**src/assert_macros.svh**
```systemverilog
// Assertion macros shared by the RTL of the PID unit.
// Define NO_ASSERTIONS to compile every check away.
`ifndef ASSERT_MACROS_SVH
`define ASSERT_MACROS_SVH
`ifndef NO_ASSERTIONS
// same-cycle implication, disabled during reset
`define ASSERT_IMPLY(lbl, clk, rstn, ante, cons, msg) \
	lbl: assert property (@(posedge clk) disable iff (!rstn) (ante) |-> (cons)) else $error(msg);
// next-cycle implication, disabled during reset
`define ASSERT_NEXT(lbl, clk, rstn, ante, cons, msg) \
	lbl: assert property (@(posedge clk) disable iff (!rstn) (ante) |=> (cons)) else $error(msg);
`else
`define ASSERT_IMPLY(lbl, clk, rstn, ante, cons, msg)
`define ASSERT_NEXT(lbl, clk, rstn, ante, cons, msg)
`endif
`endif

```
**src/cpid_pkg.sv**
```systemverilog
// Package of the clamped PID unit: field widths, register indexes, reset values.
// No dependencies.
package cpid_pkg;

	localparam int unsigned MeasW   = 16;
	localparam int unsigned ErrW    = MeasW + 1;
	localparam int unsigned DiffW   = ErrW + 1;
	localparam int unsigned GainW   = 24;
	localparam int unsigned LimW    = 15;
	localparam int unsigned PeriodW = 8;
	localparam int unsigned DriveW  = 16;
	localparam int unsigned IntegW  = 16;
	localparam int unsigned CfgIdxW = 3;
	localparam int unsigned CfgDatW = 24;
	localparam int unsigned FracW   = 8;
	localparam int unsigned SumW    = 44;

	typedef enum logic [CfgIdxW-1:0] {
		REG_GAIN_P      = 3'd0,
		REG_GAIN_I      = 3'd1,
		REG_GAIN_D      = 3'd2,
		REG_SETPOINT    = 3'd3,
		REG_DRIVE_LIM   = 3'd4,
		REG_INTEG_LIM   = 3'd5,
		REG_INTEG_PER   = 3'd6
	} cfg_reg_t;

	localparam logic signed [GainW-1:0]  GainPRst   = -24'sd5901;
	localparam logic signed [GainW-1:0]  GainIRst   = -24'sd95;
	localparam logic signed [GainW-1:0]  GainDRst   = 24'sd333;
	localparam logic signed [MeasW-1:0]  SetpointRst = 16'sd30;
	localparam logic [LimW-1:0]          DriveLimRst = 15'd150;
	localparam logic [LimW-1:0]          IntegLimRst = 15'd50;
	localparam logic [PeriodW-1:0]       PeriodRst   = 8'd0;

endpackage

```
**src/clamped_pid_with_decimated_integral_unit.sv**
```systemverilog
// Clamped PID unit with decimated, clamped integral (top level).
// Depends on cpid_pkg and assert_macros.svh.
//
// Usage:
//  - Input channel (in_valid, in_stall, measured): one sample per word.
//  - Output channel (out_valid, out_stall, drive): one drive word per sample,
//    in order. drive = clamp(trunc0((Kp*e + Kd*de + Ki*I) / 256), +/-drive_limit).
//  - Config channel (cfg_valid, cfg_ready, cfg_index, cfg_data): cfg_ready is
//    always high; index 0..6 selects gain_p, gain_i, gain_d, setpoint,
//    drive_limit, integral_limit, integrate_period; other indexes are dropped.
//    Write only while no sample is in flight.
//  - Throughput: one sample per cycle while the output is not stalled; three
//    register stages (input, products, output) each hand on a word every cycle
//    unless stalled. Error, integral and decimation state update as a sample
//    leaves the input stage. A stalled output holds its word; stages behind it
//    keep filling, and in_stall rises only once all three stages hold words.
//  - Reset clears the pipeline, error history, integral and decimation count,
//    and loads the register defaults.
`include "assert_macros.svh"

module clamped_pid_with_decimated_integral_unit (
	input  logic                                   clk,
	input  logic                                   arst_n,
	input  logic                                   in_valid,
	output logic                                   in_stall,
	input  logic signed [cpid_pkg::MeasW-1:0]      measured,
	output logic                                   out_valid,
	input  logic                                   out_stall,
	output logic signed [cpid_pkg::DriveW-1:0]     drive,
	input  logic                                   cfg_valid,
	output logic                                   cfg_ready,
	input  logic [cpid_pkg::CfgIdxW-1:0]           cfg_index,
	input  logic [cpid_pkg::CfgDatW-1:0]           cfg_data
);

	localparam int unsigned PW = cpid_pkg::GainW + cpid_pkg::ErrW;
	localparam int unsigned DW = cpid_pkg::GainW + cpid_pkg::DiffW;
	localparam int unsigned IW = cpid_pkg::GainW + cpid_pkg::IntegW;
	localparam int unsigned QW = cpid_pkg::SumW - cpid_pkg::FracW;

	// configuration registers
	logic signed [cpid_pkg::GainW-1:0]  gain_p_q, gain_i_q, gain_d_q;
	logic signed [cpid_pkg::MeasW-1:0]  setpoint_q;
	logic [cpid_pkg::LimW-1:0]          drive_lim_q, integ_lim_q;
	logic [cpid_pkg::PeriodW-1:0]       period_q;

	// loop state
	logic signed [cpid_pkg::ErrW-1:0]    prev_err_q;
	logic signed [cpid_pkg::IntegW-1:0]  integ_q;
	logic [cpid_pkg::PeriodW-1:0]        dec_cnt_q;

	// pipeline
	logic                                v_s1, v_s2;
	logic signed [cpid_pkg::MeasW-1:0]   meas_s1;
	logic signed [PW-1:0]                prod_p_s2;
	logic signed [DW-1:0]                prod_d_s2;
	logic signed [IW-1:0]                prod_i_s2;

	logic en_out, en2, adv1;

	assign cfg_ready = 1'b1;

	always_ff @(posedge clk or negedge arst_n) begin
		if (!arst_n) begin
			gain_p_q    <= cpid_pkg::GainPRst;
			gain_i_q    <= cpid_pkg::GainIRst;
			gain_d_q    <= cpid_pkg::GainDRst;
			setpoint_q  <= cpid_pkg::SetpointRst;
			drive_lim_q <= cpid_pkg::DriveLimRst;
			integ_lim_q <= cpid_pkg::IntegLimRst;
			period_q    <= cpid_pkg::PeriodRst;
		end else if (cfg_valid && cfg_ready) begin
			case (cpid_pkg::cfg_reg_t'(cfg_index))
				cpid_pkg::REG_GAIN_P:    gain_p_q    <= cfg_data[cpid_pkg::GainW-1:0];
				cpid_pkg::REG_GAIN_I:    gain_i_q    <= cfg_data[cpid_pkg::GainW-1:0];
				cpid_pkg::REG_GAIN_D:    gain_d_q    <= cfg_data[cpid_pkg::GainW-1:0];
				cpid_pkg::REG_SETPOINT:  setpoint_q  <= cfg_data[cpid_pkg::MeasW-1:0];
				cpid_pkg::REG_DRIVE_LIM: drive_lim_q <= cfg_data[cpid_pkg::LimW-1:0];
				cpid_pkg::REG_INTEG_LIM: integ_lim_q <= cfg_data[cpid_pkg::LimW-1:0];
				cpid_pkg::REG_INTEG_PER: period_q    <= cfg_data[cpid_pkg::PeriodW-1:0];
				default: ;
			endcase
		end
	end

	// stage enables: a stage moves on when the one ahead is empty or moving
	assign en_out   = !out_valid || !out_stall;
	assign en2      = !v_s2 || en_out;
	assign adv1     = v_s1 && en2;
	assign in_stall = v_s1 && !en2;

	// error, difference and integral from the word in stage 1
	logic signed [cpid_pkg::ErrW-1:0]    err;
	logic signed [cpid_pkg::DiffW-1:0]   diff;
	logic signed [cpid_pkg::DiffW-1:0]   acc, lim_pos, lim_neg;
	logic signed [cpid_pkg::IntegW-1:0]  integ_new, integ_use;
	logic                                integrate;

	always_comb begin
		err      = {meas_s1[cpid_pkg::MeasW-1], meas_s1}
		         - {setpoint_q[cpid_pkg::MeasW-1], setpoint_q};
		diff     = {err[cpid_pkg::ErrW-1], err} - {prev_err_q[cpid_pkg::ErrW-1], prev_err_q};
		acc      = {{2{integ_q[cpid_pkg::IntegW-1]}}, integ_q} + {err[cpid_pkg::ErrW-1], err};
		lim_pos  = {3'b000, integ_lim_q};
		lim_neg  = -lim_pos;
		if (acc > lim_pos) begin
			integ_new = lim_pos[cpid_pkg::IntegW-1:0];
		end else if (acc < lim_neg) begin
			integ_new = lim_neg[cpid_pkg::IntegW-1:0];
		end else begin
			integ_new = acc[cpid_pkg::IntegW-1:0];
		end
		integrate = dec_cnt_q >= period_q;
		integ_use = integrate ? integ_new : integ_q;
	end

	always_ff @(posedge clk or negedge arst_n) begin
		if (!arst_n) begin
			v_s1       <= 1'b0;
			v_s2       <= 1'b0;
			prev_err_q <= '0;
			integ_q    <= '0;
			dec_cnt_q  <= '0;
		end else begin
			if (!in_stall) begin
				v_s1 <= in_valid;
			end
			if (en2) begin
				v_s2 <= v_s1;
			end
			if (adv1) begin
				prev_err_q <= err;
				integ_q    <= integ_use;
				dec_cnt_q  <= integrate ? '0 : dec_cnt_q + 1'b1;
			end
		end
	end

	always_ff @(posedge clk) begin
		if (in_valid && !in_stall) begin
			meas_s1 <= measured;
		end
		if (adv1) begin
			prod_p_s2 <= PW'(gain_p_q) * PW'(err);
			prod_d_s2 <= DW'(gain_d_q) * DW'(diff);
			prod_i_s2 <= IW'(gain_i_q) * IW'(integ_use);
		end
	end

	// sum, divide by 256 toward zero, saturate
	logic signed [cpid_pkg::SumW-1:0]   sum, sum_b;
	logic signed [QW-1:0]               quot, dlim_pos, dlim_neg;
	logic signed [cpid_pkg::DriveW-1:0] drive_d;

	always_comb begin
		sum   = cpid_pkg::SumW'(prod_p_s2) + cpid_pkg::SumW'(prod_d_s2)
		      + cpid_pkg::SumW'(prod_i_s2);
		// bias negative sums so the shift rounds toward zero
		sum_b = sum + (sum[cpid_pkg::SumW-1] ? cpid_pkg::SumW'(255) : '0);
		quot  = sum_b[cpid_pkg::SumW-1:cpid_pkg::FracW];
		dlim_pos = {{(QW-cpid_pkg::LimW){1'b0}}, drive_lim_q};
		dlim_neg = -dlim_pos;
		if (quot > dlim_pos) begin
			drive_d = dlim_pos[cpid_pkg::DriveW-1:0];
		end else if (quot < dlim_neg) begin
			drive_d = dlim_neg[cpid_pkg::DriveW-1:0];
		end else begin
			drive_d = quot[cpid_pkg::DriveW-1:0];
		end
	end

	always_ff @(posedge clk or negedge arst_n) begin
		if (!arst_n) begin
			out_valid <= 1'b0;
		end else if (en_out) begin
			out_valid <= v_s2;
		end
	end

	always_ff @(posedge clk) begin
		if (en_out && v_s2) begin
			drive <= drive_d;
		end
	end

	`ASSERT_IMPLY(a_drive_in_bound, clk, arst_n, out_valid,
		(drive <= $signed({1'b0, drive_lim_q})) && (drive >= -$signed({1'b0, drive_lim_q})),
		"drive word outside the drive limit")
	`ASSERT_IMPLY(a_stall_only_when_full, clk, arst_n, in_stall,
		v_s1 && v_s2 && out_valid && out_stall, "input stalled with a free stage")
	`ASSERT_NEXT(a_decim_wraps, clk, arst_n, adv1 && (dec_cnt_q >= period_q),
		dec_cnt_q == '0, "decimation count not restarted after integrating")

endmodule

```
**config.mk**
```make
export PLATFORM = sky130hd
export DESIGN_NAME = clamped_pid_with_decimated_integral_unit
export DESIGN_NICKNAME = d
export VERILOG_FILES = /design/src/cpid_pkg.sv /design/src/clamped_pid_with_decimated_integral_unit.sv
export VERILOG_INCLUDE_DIRS = /design/src /design/src/src
export SDC_FILE = /design/constraint.sdc
export NUM_CORES = 2
export LEC_CHECK = 0
export CAP_MARGIN = 20
export CORE_UTILIZATION = 25
export DETAILED_ROUTE_END_ITERATION = 6
export DONT_BUFFER_PORTS = 1
export PLACE_DENSITY = 0.38
export SLEW_MARGIN = 20
export SYNTH_ARGS = -nofsm -noshare
export SYNTH_HDL_FRONTEND = slang
export SYNTH_SLANG_ARGS = --single-unit
```
**constraint.sdc**
```tcl
create_clock -name clk -period 14.65 [get_ports clk]
set_input_delay 0 -clock clk [delete_from_list [all_inputs] [get_ports clk]]
set_output_delay 0 -clock clk [all_outputs]
set_load 0.02 [all_outputs]
```
# [Yosys cells after proc, flatten, opt, wreduce, memory -nomap -nowiden]
# Index checks and enable logic that the tools add are counted.
[totals] register_bits=325 memories=0 out_inout_bits=19 latch_bits=0 romBits=0 word_cells=68 ram_bits=0
[op_classes] mux=7 div=0 multipliers=3 reduce_logical=19 magnitude_cmp=5 n_addsub=9 n_eq_ne=6 shifts=0 n_bitwise=0
[ops] cell="$mux 16" n=4
[ops] cell="$add 43x40->44" n=1
[ops] cell="$add 44x8->44" n=1
[ops] cell="$add 41x42->43" n=1
[ops] cell="$mul 24x18->42" n=1
[ops] cell="$mul 24x17->41" n=1
[ops] cell="$mul 24x16->40" n=1
[ops] cell="$gt 36x16->1" n=1
[ops] cell="$lt 36x36->1" n=1
[ops] cell="$neg 15->36" n=1
[ops] cell="$add 16x17->18" n=1
[ops] cell="$gt 18x16->1" n=1
[ops] cell="$lt 18x18->1" n=1
[ops] cell="$neg 15->18" n=1
[ops] cell="$sub 17x17->18" n=1
[ops] cell="$sub 16x16->17" n=1
[ops] cell="$mux 8" n=2
[ops] cell="$mux 15" n=1
[ops] cell="$reduce_and 2->1" n=7
[ops] cell="$eq 3x3->1 const B" n=3
[ops] cell="$add 8x1->8 const B" n=1
[ops] cell="$ge 8x8->1" n=1
[ops] cell="$eq 3x2->1 const B" n=2
[ops] cell="$logic_not 1->1" n=5
[ops] cell="4 further kinds" n=8

# [Logic depth before layout (Yosys ltp)]
[logic_depth] depth_word=7 depth_mapped=61 ltp_nobuf=59

# [Worst setup path before layout]
# Ideal clock, no wire load.
[synth_timing] path_kind="reg-to-reg" from="reg setpoint_q[1] (netlist bit)" to="reg prod_i_s2[39], data pin" setup_slack_ns=2.039 t_arrival_ns=12.351 required_ns=14.390 synth_period_minus_slack_ns=12.611 setup_ns=0.260 path_stages_with_launch=57 path_cell_list="dfstp_2 -> inv_1 -> ha_1 -> nor2b_1 -> o21ai_0 -> a21boi_0 -> o21ai_0 -> a21boi_0 -> o21ai_0 -> a21boi_0 -> o21ai_0 -> a21boi_0 -> o21ai_0 -> a21oi_1 -> or2_2 -> nor3_1 -> clkbuf_1 -> ha_1 -> [... 21 more ...] -> inv_1 -> fa_1 -> inv_1 -> ha_1 -> a21oi_1 -> o21bai_1 -> a21oi_1 -> nor2_1 -> a221o_1 -> a41o_1 -> a41o_1 -> a21oi_1 -> a211o_1 -> or3_1 -> a31oi_1 -> a211o_1 -> a21oi_1 -> xnor2_1"
[synth_between] elab_chain_cells=7 word_cells_on_any_way=8
[synth_lines] item="from (decl)" line_no="clamped_pid_with_decimated_integral_unit.sv:43" source="logic signed [cpid_pkg::MeasW-1:0] setpoint_q;"
[synth_lines] item="from (signal assigned)" line_no="clamped_pid_with_decimated_integral_unit.sv:68" source="setpoint_q <= cpid_pkg::SetpointRst;"
[synth_lines] item="from (signal assigned)" line_no="clamped_pid_with_decimated_integral_unit.sv:77" source="cpid_pkg::REG_SETPOINT: setpoint_q <= cfg_data[cpid_pkg::MeasW-1:0];"
[synth_lines] item="$sub 16x16->17 *" line_no="clamped_pid_with_decimated_integral_unit.sv:101" source="- {setpoint_q[cpid_pkg::MeasW-1], setpoint_q};"
[synth_lines] item="net err (one bit)" line_no="clamped_pid_with_decimated_integral_unit.sv:93" source="logic signed [cpid_pkg::ErrW-1:0] err;"
[synth_lines] item="$add 16x17->18 *" line_no="clamped_pid_with_decimated_integral_unit.sv:103" source="acc = {{2{integ_q[cpid_pkg::IntegW-1]}}, integ_q} + {err[cpid_pkg::ErrW-1], err};"
[synth_lines] item="$lt 18x18->1" line_no="clamped_pid_with_decimated_integral_unit.sv:108" source="end else if (acc < lim_neg) begin"
[synth_lines] item="$mux 16" line_no="clamped_pid_with_decimated_integral_unit.sv:108"
[synth_lines] item="$mux 16 *" line_no="clamped_pid_with_decimated_integral_unit.sv:106" source="if (acc > lim_pos) begin"
[synth_lines] item="$mux 16 *" line_no="clamped_pid_with_decimated_integral_unit.sv:114" source="integ_use = integrate ? integ_new : integ_q;"
[synth_lines] item="$mul 24x16->40 *" line_no="clamped_pid_with_decimated_integral_unit.sv:146" source="prod_i_s2 <= IW'(gain_i_q) * IW'(integ_use);"
[synth_lines] item="to (signal assigned)" line_no="clamped_pid_with_decimated_integral_unit.sv:146"
[synth_lines] item="to (decl)" line_no="clamped_pid_with_decimated_integral_unit.sv:57" source="logic signed [IW-1:0] prod_i_s2;"
# Mark *: on every way through the listed nets, which the timed path passes. The rest lies on a longest branch.
# A chain may end at the register's enable or synchronous reset.

# [Final worst setup path]
[layout_timing] from="reg setpoint_q[0] (netlist bit)" to="reg prod_i_s2[39], data pin"
[layout_between] elab_chain_cells=7 word_cells_on_any_way=8
[layout_lines] item="$sub 16x16->17 *" line_no="clamped_pid_with_decimated_integral_unit.sv:101"
[layout_lines] item="$add 16x17->18 *" line_no="clamped_pid_with_decimated_integral_unit.sv:103"
[layout_lines] item="$lt 18x18->1" line_no="clamped_pid_with_decimated_integral_unit.sv:108"
[layout_lines] item="$mux 16" line_no="clamped_pid_with_decimated_integral_unit.sv:108"
[layout_lines] item="$mux 16 *" line_no="clamped_pid_with_decimated_integral_unit.sv:106"
[layout_lines] item="$mux 16 *" line_no="clamped_pid_with_decimated_integral_unit.sv:114"
[layout_lines] item="$mul 24x16->40 *" line_no="clamped_pid_with_decimated_integral_unit.sv:146"
# Every way passes the cells marked *; elsewhere a longest branch is shown, timed or not.

==> flow_metrics.tcl <==
set metrics [dict create \
    synth-seq-area-share 0.139 \
    grt_max_degree 171 \
    hp-start "cfg_index[1]" \
    r2r_slack_ns 0.87 \
    layout_commonest_cell "inv_1" \
    drt_wl_total_um 215000 \
    clkLatencyLatePin_ns 0.66 \
    start_util 0.252 \
    layout_min_cycle_time_ns 13.78 \
    final_cell_mix "1,349 x inv_1, 1,246 x fa_1, 892 x nand2_1" \
    dpl-instance-area_sq_mm 0.0689 \
    ant_nets 0 \
    drt-initial-drc-count 2583 \
    cp_max_fo 32 \
    dr.pass1.iters 5 \
    drv_slew 0 \
    drv_cap 0 \
    syn_inst 6823 \
    worstHoldPathType "in2reg" \
    port-buffer-count 0 \
    fmaxAchievable_mhz 72.6 \
    crit_family "compound AO/OA/AOI/OAI gates" \
    status "complete, no violations" \
    grt_pass1_vias 50900 \
    finClkSkew_ns 0.0421 \
    critPathCapture "prod_i_s2[39]" \
    async_flop_share 0.523 \
    nets 8588 \
    core.rowCount 186 \
    synth_nets 8610 \
    core_area_sq_mm 0.257 \
    cp_slowest_stage_delay_ns 0.57 \
    area_delta_synth_final_pct 11.1 \
    numClockSinks 325 \
    slowest_stage "fa_1" \
    crit_cells 54 \
    synthAdderAreaFrac 0.481 \
    synth_flop_cell "edfxtp_1" \
    wl_per_cell_um 21.1 \
    synth-simple-area-share 0.153 \
    r2r-end "prod_i_s2[39]" \
    viasPerCell 4.55 \
    synth_top_area_cell "fa_1" \
    worst_pin_slew_ns 1.14 \
    cp-end-kind "flip-flop" \
    drive_gt1_frac 0.0738 \
    clock_path_buffers 3 \
    crit_required_ns 15.01 \
    avgSynthCellArea_sq_um 9.48 \
    reg2regPathDepth 54 \
    overflow 0 \
    drc 0 \
    cp-start-kind "flip-flop" \
    die_h_um 511 \
    synth_compound_gate_area_share 0.0748 \
    ios 67 \
    muxShareOfSynthArea 0.0246 \
    dp_hpwl_um 172000 \
    crit_buf_inv 8 \
    min_period_over_period 0.940 \
    vias 46500 \
    gr-usage-all-layers 0.168 \
    routabilityCongestion 0.883 \
    setup.worst_path.class "reg2reg" \
    ctsRootBufferMaster "clkbuf_16" \
    synth-seq-cells 325 \
    cts_buffers 48 \
    die_x_um 511 \
    die_area_sq_mm 0.261 \
    h-tree-depth 2 \
    final_core_util 0.280 \
    timing.rr.start "setpoint_q[0]" \
    grt_pass1_wl_um 332000 \
    holdWs_ns 0.0189 \
    synth_top_family_by_area "adder cells" \
    path_clk_slew_ns 0.06 \
    grt_antenna_before_repair 31 \
    synth_area_leaders "fa_1 39%, ha_1 9.5%, inv_1 7.8%" \
    max_slew_margin 0.238 \
    hold_viol_final 0 \
    stdcell_area_sq_mm 0.0719 \
    tritoncts "built" \
    arrival_ns 14.13 \
    synth_cell_types 106 \
    cp_common_cell "fa_1" \
    setup_viol 0 \
    synth-edff-count 155 \
    synth_warnings 0 \
    synth_top_area_frac 0.386 \
    syn_area_sq_mm 0.0647 \
    cp-startpoint "setpoint_q[0]" \
    synth_xor_area_frac 0.0325 \
]
## synth_stat cells, drive strengths merged, types with 8 or more instances
cell type	instances
and4	8
nor3b	9
a221oi	16
clkbuf	232
xor2	61
o31ai	17
o311ai	8
fa	1246
o22ai	11
o21a	40
nand2b	82
mux2i	20
a21oi	175
or2	43
edfxtp	155
nor4	15
o21ai	172
dfstp	53
or3	24
nand4	36
a31oi	29
dfrtp	117
buf	42
and2	372
o31a	13
a21boi	20
a211oi	31
nor2	194
o211ai	13
ha	493
o21bai	24
nor2b	135
mux2	123
nand2	893
nor3	61
and3	47
inv	1350
xnor2	177
a21o	83
nand3	70
## state kept, by name, indices dropped and copies added (netlist names)
name         flops
prod_i_s2       40
integ_lim_q     15
integ_q         16
drive           16
out_valid        1
period_q         8
meas_s1         16
prod_d_s2       42
setpoint_q      16
gain_p_q        24
prev_err_q      17
drive_lim_q     15
v_s2             1
v_s1             1
gain_d_q        24
dec_cnt_q        8
prod_p_s2       41
gain_i_q        24
## how the worst min path moves through the flow
stage | endpoint | slack, ns | cells past startpoint
3_5_place_dp | period_q[2] | -0.29 | 0
3_3_place_gp | period_q[2] | -0.29 | 0
4_1_cts | meas_s1[6] | 0.0002 | 1
2_1_floorplan | dec_cnt_q[0] | -0.30 | 0
6_report | setpoint_q[15] | 0.02 | 3
5_1_grt | meas_s1[12] | 0.008 | 1
## stage by stage
step           setup TNS (ns)  worst slack [ns]  cells
3_5_place_dp                0             0.531  10000
5_1_grt              -0.00118          -0.00118  10200
4_1_cts                     0             0.486  10200
3_3_place_gp                0             0.577  10000
2_1_floorplan               0              2.04   6823
6_report                    0             0.874  10200
## worst reg2reg max path, delay by kind of cell (launching register included)
family | cells | cell delay, ns
AO/OA/AOI/OAI | 22 | 4.94
multiplexers | 1 | 0.38
AND/OR/NAND/NOR | 10 | 1.63
buffers and inverters | 8 | 1.45
flip-flops | 1 | 0.38
adder cells (fa/ha/maj) | 11 | 4.38
XOR/XNOR | 2 | 0.29
## area by class of cell
| cell class | count | area (sq um) |
|---|---|---|
| diodes | 4 | 10.0 |
| inverters | 1354 | 5090 |
| repair buffers | 202 | 1960 |
| multi-input cells | 4870 | 49900 |
| fillers | 27300 | 185000 |
| well taps | 3384 | 4230 |
| clock inverters | 30 | 365 |
| clock buffers | 60 | 1300 |
| flip-flops and latches | 325 | 8970 |
## cells by family after synthesis
kind of cell	after synthesis
other	1
muxes	143
DFF	325
adders and majority gates	1739
buffers and inverters	1628
and+or+nand+nor	2018
AOI/OAI and AO/OA	731
xor gates and xnor gates	238
## routing by layer
| layer | wire (um) | up-vias | GRT usage |
|---|---|---|---|
| li1 | - | 21100 | - |
| met1 | 97200 | 24300 | 0.224 |
| met2 | 107000 | 793 | 0.299 |
| met3 | 6550 | 198 | 0.0138 |
| met4 | 4210 | 10 | 0.0308 |
| met5 | 57 | - | 0 |
## repair_timing
item	4_1_cts	5_1_grt
endpoints found under the setup margin	0	6
buffers inserted	0	3
gates resized for setup	0	13
hold buffers	100	0
endpoints found under the hold margin	335	0
Power is not shown: default switching activity piles up to over one toggle a cycle in this logic, so the estimate is an artifact.
